===== src/hdl/tach_pkg.sv =====
// Shared types and constants for the rolling-average tachometer.
// Used by tach_ctrl, tach_dp, the top level and the checker; no dependencies.
`default_nettype none

package tach_pkg;

  // Defaults for the top-level parameters.
  localparam int WINDOW_DEF      = 8;
  localparam int PERIOD_BITS_DEF = 40;

  // Tenths of an RPM times nanoseconds per minute: 600e9 fits in 40 bits.
  localparam int             TENTHS_W          = 40;
  localparam logic [39:0]    TENTHS_NS_PER_MIN = 40'd600000000000;
  localparam logic [23:0]    RPM_MAX           = 24'hFFFFFF;

  // Configuration register indexes.
  localparam logic CFG_PULSES_PER_REV = 1'b0;
  localparam logic CFG_DEBOUNCE_US    = 1'b1;

  // Reset values of the configuration registers.
  localparam logic [7:0]  PPR_RESET      = 8'd1;
  localparam logic [19:0] DEBOUNCE_RESET = 20'd1000;

  // Result status codes.
  localparam logic [2:0] STAT_REFERENCE   = 3'd0;
  localparam logic [2:0] STAT_DEBOUNCED   = 3'd1;
  localparam logic [2:0] STAT_UPDATED     = 3'd2;
  localparam logic [2:0] STAT_TIMEOUT_CLR = 3'd3;
  localparam logic [2:0] STAT_TIMEOUT_IGN = 3'd4;

  // Event codes on the input op field.
  localparam logic OP_EDGE    = 1'b0;
  localparam logic OP_TIMEOUT = 1'b1;

  typedef enum logic [2:0] {
    ST_IDLE,
    ST_EVAL,
    ST_SUM,
    ST_PREP,
    ST_DIV,
    ST_POST
  } tach_state_t;

  // Commands from the controller to the datapath.
  typedef struct packed {
    logic load;
    logic eval;
    logic sum_step;
    logic prep;
    logic div_step;
    logic publish;
  } tach_cmd_t;

  // Status from the datapath to the controller.
  typedef struct packed {
    logic update;
    logic sum_done;
    logic div_needed;
    logic div_last;
    logic out_free;
  } tach_stat_t;

endpackage

`default_nettype wire


===== src/hdl/tachometer_rolling_rpm_unit.sv =====
// Rolling-average tachometer: one sensor event word in, one speed/status word out.
// Channel: in_op, in_edge_time_ns under in_valid/in_stall.
// Result:  out_rpm_tenths, out_status under out_valid/out_stall.
// Config:  cfg_wr_en writes cfg_wdata to register cfg_index
//          (0 pulses per revolution, 1 debounce time in microseconds).
// One event word is worked on at a time; in_stall is high from acceptance
// until its result has been placed in the output register.
// Timeouts, reference edges and debounced edges go from evaluation straight to
// publishing. An accepted period also passes through the ring sum, the prepare
// step and, unless the reading saturates or is zero, N = 40 + clog2(WINDOW + 1)
// restoring divider steps.
// The ring sum reads one stored period per cycle from the ring memory.
// A finished result sits in the output register while the receiver stalls, and
// the next event word is accepted meanwhile; a second result waits until the
// output register is taken.
// Synchronous active-low reset clears the reading, the reference and the
// period count and loads 1 pulse per revolution and 1000 us debounce.
`default_nettype none

module tachometer_rolling_rpm_unit #(
  parameter int WINDOW      = tach_pkg::WINDOW_DEF,
  parameter int PERIOD_BITS = tach_pkg::PERIOD_BITS_DEF
) (
  input  wire logic        clk,
  input  wire logic        rst_n,
  input  wire logic        cfg_wr_en,
  input  wire logic        cfg_index,
  input  wire logic [19:0] cfg_wdata,
  input  wire logic        in_valid,
  output logic             in_stall,
  input  wire logic        in_op,
  input  wire logic [63:0] in_edge_time_ns,
  output logic             out_valid,
  input  wire logic        out_stall,
  output logic [23:0]      out_rpm_tenths,
  output logic [2:0]       out_status
);

  tach_pkg::tach_cmd_t  cmd;
  tach_pkg::tach_stat_t stat;

  tach_ctrl u_ctrl (
    .clk      (clk),
    .rst_n    (rst_n),
    .in_valid (in_valid),
    .in_stall (in_stall),
    .stat     (stat),
    .cmd      (cmd)
  );

  tach_dp #(
    .WINDOW      (WINDOW),
    .PERIOD_BITS (PERIOD_BITS)
  ) u_dp (
    .clk             (clk),
    .rst_n           (rst_n),
    .cfg_wr_en       (cfg_wr_en),
    .cfg_index       (cfg_index),
    .cfg_wdata       (cfg_wdata),
    .in_op           (in_op),
    .in_edge_time_ns (in_edge_time_ns),
    .out_valid       (out_valid),
    .out_stall       (out_stall),
    .out_rpm_tenths  (out_rpm_tenths),
    .out_status      (out_status),
    .cmd             (cmd),
    .stat            (stat)
  );

endmodule

`default_nettype wire


===== src/hdl/tach_ctrl.sv =====
// Tachometer sequencer: steps one word through evaluate, ring sum, prepare,
// divide and publish. Depends on tach_pkg for the state, command and status types.
`default_nettype none

module tach_ctrl (
  input  wire logic               clk,
  input  wire logic               rst_n,
  input  wire logic               in_valid,
  output logic                    in_stall,
  input  wire tach_pkg::tach_stat_t stat,
  output tach_pkg::tach_cmd_t     cmd
);

  tach_pkg::tach_state_t state_r, state_nxt;

  always_ff @(posedge clk) begin
    if (!rst_n) begin
      state_r <= tach_pkg::ST_IDLE;
    end else begin
      state_r <= state_nxt;
    end
  end

  always_comb begin
    state_nxt = state_r;
    case (state_r)
      tach_pkg::ST_IDLE: begin
        if (in_valid) state_nxt = tach_pkg::ST_EVAL;
      end
      tach_pkg::ST_EVAL: begin
        state_nxt = stat.update ? tach_pkg::ST_SUM : tach_pkg::ST_POST;
      end
      tach_pkg::ST_SUM: begin
        if (stat.sum_done) state_nxt = tach_pkg::ST_PREP;
      end
      tach_pkg::ST_PREP: begin
        state_nxt = stat.div_needed ? tach_pkg::ST_DIV : tach_pkg::ST_POST;
      end
      tach_pkg::ST_DIV: begin
        if (stat.div_last) state_nxt = tach_pkg::ST_POST;
      end
      tach_pkg::ST_POST: begin
        if (stat.out_free) state_nxt = tach_pkg::ST_IDLE;
      end
      default: state_nxt = tach_pkg::ST_IDLE;
    endcase
  end

  always_comb begin
    cmd      = '0;
    in_stall = 1'b1;
    case (state_r)
      tach_pkg::ST_IDLE: begin
        in_stall = 1'b0;
        cmd.load = in_valid;
      end
      tach_pkg::ST_EVAL: cmd.eval     = 1'b1;
      tach_pkg::ST_SUM:  cmd.sum_step = 1'b1;
      tach_pkg::ST_PREP: cmd.prep     = 1'b1;
      tach_pkg::ST_DIV:  cmd.div_step = 1'b1;
      tach_pkg::ST_POST: cmd.publish  = stat.out_free;
      default: begin
        cmd = '0;
      end
    endcase
  end

endmodule

`default_nettype wire


===== src/hdl/tach_dp.sv =====
// Datapath of the tachometer: config registers, period ring memory, saturating
// sum, restoring divider and output register. Depends on tach_pkg.
`default_nettype none

module tach_dp #(
  parameter int WINDOW      = tach_pkg::WINDOW_DEF,
  parameter int PERIOD_BITS = tach_pkg::PERIOD_BITS_DEF
) (
  input  wire logic               clk,
  input  wire logic               rst_n,
  input  wire logic               cfg_wr_en,
  input  wire logic               cfg_index,
  input  wire logic [19:0]        cfg_wdata,
  input  wire logic               in_op,
  input  wire logic [63:0]        in_edge_time_ns,
  output logic                    out_valid,
  input  wire logic               out_stall,
  output logic [23:0]             out_rpm_tenths,
  output logic [2:0]              out_status,
  input  wire tach_pkg::tach_cmd_t cmd,
  output tach_pkg::tach_stat_t    stat
);

  localparam int SLOT_W = (WINDOW > 1) ? $clog2(WINDOW) : 1;
  localparam int CNT_W  = $clog2(WINDOW + 1);
  localparam int NUM_W  = tach_pkg::TENTHS_W + CNT_W;
  localparam int DEN_W  = NUM_W + 8;
  localparam int DCNT_W = $clog2(NUM_W);

  // Configuration.
  logic [7:0]  ppr_r, ppr_nxt;
  logic [19:0] deb_r, deb_nxt;

  // Event state.
  logic                   op_r, op_nxt;
  logic [63:0]            time_r, time_nxt;
  logic [63:0]            last_r, last_nxt;
  logic                   have_ref_r, have_ref_nxt;
  logic [CNT_W-1:0]       count_r, count_nxt;
  logic [SLOT_W-1:0]      slot_r, slot_nxt;
  logic [63:0]            sum_r, sum_nxt;
  logic [23:0]            reading_r, reading_nxt;
  logic [2:0]             stat_r, stat_nxt;

  // Ring scan.
  logic [CNT_W-1:0]       sidx_r, sidx_nxt;
  logic                   pend_r, pend_nxt;
  logic [PERIOD_BITS-1:0] rd_data_r;
  logic                   rd_en;
  logic                   ring_we;
  logic [PERIOD_BITS-1:0] ring_mem [WINDOW];

  // Divider.
  logic [DEN_W-1:0]       den_r, den_nxt;
  logic [DEN_W-1:0]       rem_r, rem_nxt;
  logic [NUM_W-1:0]       quo_r, quo_nxt;
  logic [DCNT_W-1:0]      dcnt_r, dcnt_nxt;

  // Output register.
  logic                   out_valid_r, out_valid_nxt;
  logic [23:0]            out_rpm_r, out_rpm_nxt;
  logic [2:0]             out_status_r, out_status_nxt;

  // Combinational helpers.
  logic [63:0]            delta;
  logic [29:0]            deb_ns;
  logic                   debounced;
  logic [PERIOD_BITS-1:0] period_w;
  logic [64:0]            acc;
  logic [NUM_W-1:0]       num_w;
  logic [DEN_W-1:0]       den_w;
  logic                   zero_den;
  logic                   too_big;
  logic [DEN_W:0]         shifted;
  logic [DEN_W:0]         diff;
  logic                   ge;
  logic [NUM_W-1:0]       quo_step;
  logic [23:0]            quo_sat;

  assign delta     = time_r - last_r;
  assign deb_ns    = {10'd0, deb_r} * 30'd1000;
  assign debounced = delta < {34'd0, deb_ns};

  if (PERIOD_BITS < 64) begin : g_cap
    assign period_w = (|delta[63:PERIOD_BITS]) ? '1 : delta[PERIOD_BITS-1:0];
  end else begin : g_nocap
    assign period_w = delta[PERIOD_BITS-1:0];
  end

  assign acc = {1'b0, sum_r} + {{(65 - PERIOD_BITS){1'b0}}, rd_data_r};

  assign num_w    = {{CNT_W{1'b0}}, tach_pkg::TENTHS_NS_PER_MIN} *
                    {{tach_pkg::TENTHS_W{1'b0}}, count_r};
  assign zero_den = (sum_r == 64'd0) || (ppr_r == 8'd0);
  assign too_big  = sum_r > {{(64 - NUM_W){1'b0}}, num_w};
  assign den_w    = {8'd0, sum_r[NUM_W-1:0]} * {{NUM_W{1'b0}}, ppr_r};

  assign shifted  = {rem_r, quo_r[NUM_W-1]};
  assign ge       = shifted >= {1'b0, den_r};
  assign diff     = shifted - {1'b0, den_r};
  assign quo_step = {quo_r[NUM_W-2:0], ge};
  assign quo_sat  = (|quo_step[NUM_W-1:24]) ? tach_pkg::RPM_MAX : quo_step[23:0];

  assign stat.update     = (op_r == tach_pkg::OP_EDGE) && have_ref_r && !debounced;
  assign stat.sum_done   = (sidx_r == count_r) && !pend_r;
  assign stat.div_needed = !zero_den && !too_big;
  assign stat.div_last   = dcnt_r == DCNT_W'(NUM_W - 1);
  assign stat.out_free   = !out_valid_r || !out_stall;

  assign rd_en   = cmd.sum_step && (sidx_r < count_r);
  assign ring_we = cmd.eval && stat.update;

  always_comb begin
    ppr_nxt        = ppr_r;
    deb_nxt        = deb_r;
    op_nxt         = op_r;
    time_nxt       = time_r;
    last_nxt       = last_r;
    have_ref_nxt   = have_ref_r;
    count_nxt      = count_r;
    slot_nxt       = slot_r;
    sum_nxt        = sum_r;
    reading_nxt    = reading_r;
    stat_nxt       = stat_r;
    sidx_nxt       = sidx_r;
    pend_nxt       = pend_r;
    den_nxt        = den_r;
    rem_nxt        = rem_r;
    quo_nxt        = quo_r;
    dcnt_nxt       = dcnt_r;
    out_valid_nxt  = out_valid_r;
    out_rpm_nxt    = out_rpm_r;
    out_status_nxt = out_status_r;

    if (cfg_wr_en) begin
      case (cfg_index)
        tach_pkg::CFG_PULSES_PER_REV: ppr_nxt = cfg_wdata[7:0];
        tach_pkg::CFG_DEBOUNCE_US:    deb_nxt = cfg_wdata;
        default: begin
          ppr_nxt = ppr_r;
        end
      endcase
    end

    if (cmd.load) begin
      op_nxt   = in_op;
      time_nxt = in_edge_time_ns;
    end

    if (cmd.eval) begin
      if (op_r == tach_pkg::OP_TIMEOUT) begin
        if (have_ref_r) begin
          reading_nxt  = '0;
          count_nxt    = '0;
          slot_nxt     = '0;
          sum_nxt      = '0;
          have_ref_nxt = 1'b0;
          stat_nxt     = tach_pkg::STAT_TIMEOUT_CLR;
        end else begin
          stat_nxt = tach_pkg::STAT_TIMEOUT_IGN;
        end
      end else if (!have_ref_r) begin
        last_nxt     = time_r;
        have_ref_nxt = 1'b1;
        stat_nxt     = tach_pkg::STAT_REFERENCE;
      end else if (debounced) begin
        stat_nxt = tach_pkg::STAT_DEBOUNCED;
      end else begin
        slot_nxt = (slot_r == SLOT_W'(WINDOW - 1)) ? '0 : slot_r + 1'b1;
        if (count_r < CNT_W'(WINDOW)) count_nxt = count_r + 1'b1;
        last_nxt = time_r;
        stat_nxt = tach_pkg::STAT_UPDATED;
        sum_nxt  = '0;
        sidx_nxt = '0;
        pend_nxt = 1'b0;
      end
    end

    // Reads are issued one per cycle; the read data is registered and added in the next cycle.
    if (cmd.sum_step) begin
      if (pend_r) sum_nxt = acc[64] ? '1 : acc[63:0];
      if (rd_en) begin
        sidx_nxt = sidx_r + 1'b1;
        pend_nxt = 1'b1;
      end else begin
        pend_nxt = 1'b0;
      end
    end

    if (cmd.prep) begin
      if (zero_den) begin
        reading_nxt = tach_pkg::RPM_MAX;
      end else if (too_big) begin
        reading_nxt = '0;
      end else begin
        den_nxt  = den_w;
        rem_nxt  = '0;
        quo_nxt  = num_w;
        dcnt_nxt = '0;
      end
    end

    if (cmd.div_step) begin
      rem_nxt  = ge ? diff[DEN_W-1:0] : shifted[DEN_W-1:0];
      quo_nxt  = quo_step;
      dcnt_nxt = dcnt_r + 1'b1;
      if (stat.div_last) reading_nxt = quo_sat;
    end

    if (cmd.publish) begin
      out_valid_nxt  = 1'b1;
      out_rpm_nxt    = reading_r;
      out_status_nxt = stat_r;
    end else if (out_valid_r && !out_stall) begin
      out_valid_nxt = 1'b0;
    end
  end

  always_ff @(posedge clk) begin
    if (!rst_n) begin
      ppr_r       <= tach_pkg::PPR_RESET;
      deb_r       <= tach_pkg::DEBOUNCE_RESET;
      last_r      <= '0;
      have_ref_r  <= 1'b0;
      count_r     <= '0;
      slot_r      <= '0;
      sum_r       <= '0;
      reading_r   <= '0;
      sidx_r      <= '0;
      pend_r      <= 1'b0;
      out_valid_r <= 1'b0;
    end else begin
      ppr_r       <= ppr_nxt;
      deb_r       <= deb_nxt;
      last_r      <= last_nxt;
      have_ref_r  <= have_ref_nxt;
      count_r     <= count_nxt;
      slot_r      <= slot_nxt;
      sum_r       <= sum_nxt;
      reading_r   <= reading_nxt;
      sidx_r      <= sidx_nxt;
      pend_r      <= pend_nxt;
      out_valid_r <= out_valid_nxt;
    end
  end

  always_ff @(posedge clk) begin
    op_r         <= op_nxt;
    time_r       <= time_nxt;
    stat_r       <= stat_nxt;
    den_r        <= den_nxt;
    rem_r        <= rem_nxt;
    quo_r        <= quo_nxt;
    dcnt_r       <= dcnt_nxt;
    out_rpm_r    <= out_rpm_nxt;
    out_status_r <= out_status_nxt;
  end

  always_ff @(posedge clk) begin
    if (ring_we) ring_mem[slot_r] <= period_w;
  end

  always_ff @(posedge clk) begin
    if (rd_en) rd_data_r <= ring_mem[sidx_r[SLOT_W-1:0]];
  end

  assign out_valid      = out_valid_r;
  assign out_rpm_tenths = out_rpm_r;
  assign out_status     = out_status_r;

endmodule

`default_nettype wire


===== config.mk =====
export PLATFORM = sky130hd
export DESIGN_NAME = tachometer_rolling_rpm_unit
export DESIGN_NICKNAME = d
export VERILOG_FILES = /design/src/hdl/tach_pkg.sv /design/src/hdl/tachometer_rolling_rpm_unit.sv /design/src/hdl/tach_ctrl.sv /design/src/hdl/tach_dp.sv
export SDC_FILE = /design/constraint.sdc
export NUM_CORES = 2
export LEC_CHECK = 0
export ABC_AREA = 1
export BUFFER_PORTS_ARGS = -buffer_cell sky130_fd_sc_hd__buf_2
export CELL_PAD_IN_SITES_DETAIL_PLACEMENT = 1
export CELL_PAD_IN_SITES_GLOBAL_PLACEMENT = 1
export CORE_MARGIN = 3
export CORE_UTILIZATION = 53
export CTS_CLUSTER_DIAMETER = 200
export DETAILED_ROUTE_END_ITERATION = 6
export PLACE_DENSITY_LB_ADDON = 0.1
export SKIP_LAST_GASP = 1
export SYNTH_ARGS = -nofsm -noshare
export SYNTH_HDL_FRONTEND = slang
export SYNTH_SLANG_ARGS = --single-unit

===== constraint.sdc =====
create_clock -name clk -period 15.7 [get_ports clk]
set_input_delay 0.785 -clock clk [delete_from_list [all_inputs] [get_ports clk]]
set_output_delay 0.785 -clock clk [all_outputs]
set_load 0.05 [all_outputs]

==> results.sh <==
export IMPL_status="finished clean"
export IMPL_slowest_stage="nor3_2"
export IMPL_fin_util_pct=57.98
export IMPL_hold_worst_slack_ns=0.2304
export IMPL_hold_buffers=0
export IMPL_cp_common_cell="fa_1"
export IMPL_grt_first_pass_wirelength_mm=299.9
export IMPL_overflow=0
export IMPL_portBuffers=119
export IMPL_drt_iter0_drc=3010
export IMPL_postCtsSetupBuffers=0
export IMPL_place_inst=8625
export IMPL_yosysSeqAreaShare_pct=37.34
export IMPL_crit_fanout=30
export IMPL_yosysWarningCount=0
export IMPL_p_int_mw=4.778
export IMPL_seq_area_sq_um=22240
export IMPL_finalWeightedCongestion=0.9441
export IMPL_grt_usage_pct=32.79
export IMPL_cp_data_required_time_ns=16.05
export IMPL_clk_latency_ns=0.73
export IMPL_nets=8026
export IMPL_rows=122
export IMPL_synth_nets=8025
export IMPL_power_frac_seq_pct=32.5
export IMPL_synth_avg_cell_area_sq_um=8.238
export IMPL_synth_enable_flop_cells=609
export IMPL_vias_per_cell=5.684
export IMPL_hpwl_mm=145.0
export IMPL_io_pins=120
export IMPL_cts_sinks=806
export IMPL_hold_viol=0
export IMPL_ff2ff_path_depth=30
export IMPL_p_clk_share_pct=27.9
export IMPL_area_delta_synth_final_pct=8.228
export IMPL_ys_flop_type="edfxtp_1"
export IMPL_firstDrtPassIters=5
export IMPL_cts_htree_levels=3
export IMPL_drt_total_wl_mm=191.7
export IMPL_fmax_mhz=114.5
export IMPL_swShare_pct=40.03
export IMPL_period_needed_ns=8.735
export IMPL_start_util_pct=53.57
export IMPL_r2r_start="u_dp.deb_r[0]"
export IMPL_startpoint="u_dp.deb_r[0]"
export IMPL_cp_start_kind="flop"
export IMPL_syn_area_sq_um=59530
export IMPL_r2r_slack_ns=6.97
export IMPL_coreArea_sq_um=111100
export IMPL_p_per_area_nw_per_um2=123.7
export IMPL_cts_made_buffers=89
export IMPL_setup_ws_ns=6.965
export IMPL_critical_path_class="flop to flop"
export IMPL_clk_pin_slew_worst_paths_ns=0.06
export IMPL_p_leak_nw=30.91
export IMPL_post_place_ws_ns=7.023
export IMPL_drv_slew=0
export IMPL_combPwrFrac_pct=39.6
export IMPL_hp_class="input pin to flop"
export IMPL_worstReg2RegEnd="u_dp.ring_mem[1][7]"
export IMPL_timing_final_crit_share_pct=55.64
export IMPL_synth_cell_types=62
export IMPL_end_kind="flop"
export IMPL_chipWidth_um=341.2
export IMPL_slew_headroom_pct=19.18
export IMPL_cp_arrival_ns=9.08
export IMPL_setup_tns_ns=0
export IMPL_cts_tree="done"
export IMPL_cts_path_max_buffers=3
export IMPL_synth_seq_cells=806
export IMPL_final_setup_viol_count=0
export IMPL_die_area_sq_um=116400
export IMPL_instances_no_fill=8797
export IMPL_drv_cap=0
export IMPL_drc=0
export IMPL_min_from="in_edge_time_ns[27]"
export IMPL_synthArstFlopShare_pct=0
export IMPL_die_h_um=341.2
export IMPL_fillers=13490
export IMPL_antenna_left=0
export IMPL_switchingPower_mw=3.190
export IMPL_vdd_drop_max_v=0.0001124
export IMPL_skew_ns=0.08656
export IMPL_netlist_instances=7227
export IMPL_vias=50000
export IMPL_min_to="u_dp.time_r[27]"
export IMPL_worst_slew_pin_slew_ns=1.209
export IMPL_drive_gt1_share_pct=5.709
export IMPL_grt_max_degree=127
export IMPL_cts_resized=0
export IMPL_wire_per_inst_um=21.80
export IMPL_multi_input_area_sq_um=31540
export IMPL_antenna_found_initial=7
export IMPL_min_path_cells=1
export IMPL_cts_root_buf="clkbuf_16"
export IMPL_slowest_delay_ns=0.88
export IMPL_grt_pass1_vias=53850
export IMPL_rsz0062_at_grt="no"
## critical path: cells and delay by family (launching register included)
| family | cells | cell delay [ns] |
|---|---|---|
| adder cells (fa/ha/maj) | 6 | 2.61 |
| AND/OR/NAND/NOR | 9 | 2.14 |
| AO/OA/AOI/OAI | 10 | 2.06 |
| buffers and inverters | 4 | 0.89 |
| flip-flops | 1 | 0.46 |
| XOR/XNOR | 1 | 0.15 |
## per-stage QoR
step / instance area, sq um / power, mW
after global placement: 61300 / 5.633
after global routing: 64420 / 8.460
after floorplan: 59530 / 4.761
after detailed placement: 61300 / 5.755
after CTS: 64420 / 8.002
final: 64430 / 7.968
## power by group through the flow
stage | Clock [mW] | Combinational, mW | Sequential [mW]
finish | 2.22 | 3.16 | 2.59
global route | 2.33 | 3.52 | 2.61
CTS | 2.26 | 3.16 | 2.59
detailed placement | 0 | 3.12 | 2.63
global placement | 0 | 3.01 | 2.62
floorplan | 0 | 2.13 | 2.63
## state kept, by name (all words and copies together) (netlist names)
register	cells
u_dp.ring_mem	320
u_dp.last_r	64
u_dp.sum_r	64
u_dp.time_r	64
u_dp.den_r	52
u_dp.rem_r	52
u_dp.quo_r	44
u_dp.rd_data_r	40
u_dp.out_rpm_tenths	24
u_dp.reading_r	24
u_dp.deb_r	20
u_dp.ppr_r	8
u_dp.dcnt_r	6
u_dp.count_r	4
u_dp.sidx_r	4
u_ctrl.state_r	3
u_dp.out_status	3
u_dp.slot_r	3
u_dp.stat_r	3
u_dp.have_ref_r	1
u_dp.op_r	1
u_dp.out_valid	1
u_dp.pend_r	1
## layout make-up
type,count,area share [%]
multi-input combinational,4903,48.95
sequential,806,34.51
inverter,1269,7.398
clock buffer,121,3.800
tap,1488,2.889
timing repair buffer,159,1.394
clock inverter,46,1.037
antenna,5,0.01942
## per-layer routing
metal / share of wire [%] / vias to the layer above / wire [um] / GRT usage (%)
li1: - / 23440 / - / -
met1: 41 / 24940 / 78740 / 40.56
met2: 50 / 1269 / 95670 / 58.09
met3: 4.8 / 346 / 9129 / 4.192
met4: 4.3 / 2 / 8192 / 13.14
met5: 0.0068 / - / 13 / 0
## cells by family after synthesis
group	Yosys count	synth area share, %
AO/OA/AOI/OAI	1353	12.30
XOR/XNOR	222	3.266
adder cells (fa/ha/maj)	707	19.03
buffers and inverters	1518	9.861
flip-flops	806	37.34
AND/OR/NAND/NOR	2621	18.20
## how the worst max path moves through the flow
stage	endpoint	slack [ns]
after global routing	u_dp.ring_mem[1][15]	6.40
after CTS	u_dp.ring_mem[1][7]	6.98
after floorplan	u_dp.dcnt_r[0]	5.58
after global placement	u_dp.ring_mem[1][4]	7.34
final	u_dp.ring_mem[1][7]	6.97
after detailed placement	u_dp.ring_mem[1][7]	7.02
## cells in the final DEF, fill, tap and decap left out, drive strengths merged, types with 3 or more instances in the layout
cell,synthesis,final
nand2,1462,1462
inv,1265,1267
nor2,746,746
edfxtp,609,609
o21ai,548,548
a21oi,540,540
ha,376,376
fa,331,331
dfxtp,197,197
nand3,167,167
buf,99,159
xor2,127,127
clkbuf,150,121
a31oi,106,106
xnor2,95,95
nand4,62,62
nor3,53,53
o22ai,41,41
nor4,41,41
or2,38,38
clkinv,4,31
nand3b,30,30
o211ai,27,27
o21a,18,18
a21o,17,17
a21boi,13,13
nand2b,12,12
a211oi,11,11
bufinv,0,11
o21bai,9,9
clkinvlp,0,6
diode,0,5
o2111ai,5,5
and3,5,5
o221ai,5,5
o31ai,3,3
o41ai,3,3
## synthesized netlist by cell type, drive strengths merged, types with 13 or more instances
cell | n | area, sq um
nand2 | 1462 | 5534
clkbuf | 150 | 563.0
o21ai | 548 | 2746
fa | 331 | 6626
ha | 376 | 4705
dfxtp | 197 | 3944
buf | 99 | 544.3
o22ai | 41 | 256.5
nor3 | 53 | 280.3
a21boi | 13 | 97.59
xor2 | 127 | 1112
nand3 | 167 | 878.3
or2 | 38 | 237.7
a21oi | 540 | 2744
o21a | 18 | 135.1
o211ai | 27 | 202.7
nor2 | 746 | 2855
xnor2 | 95 | 832.1
nor4 | 41 | 256.5
a31oi | 106 | 663.1
edfxtp | 609 | 18290
inv | 1265 | 4748
nand4 | 62 | 417.9
nand3b | 30 | 232.7
a21o | 17 | 127.6
No activity file was read; power rests on OpenSTA's default activity.
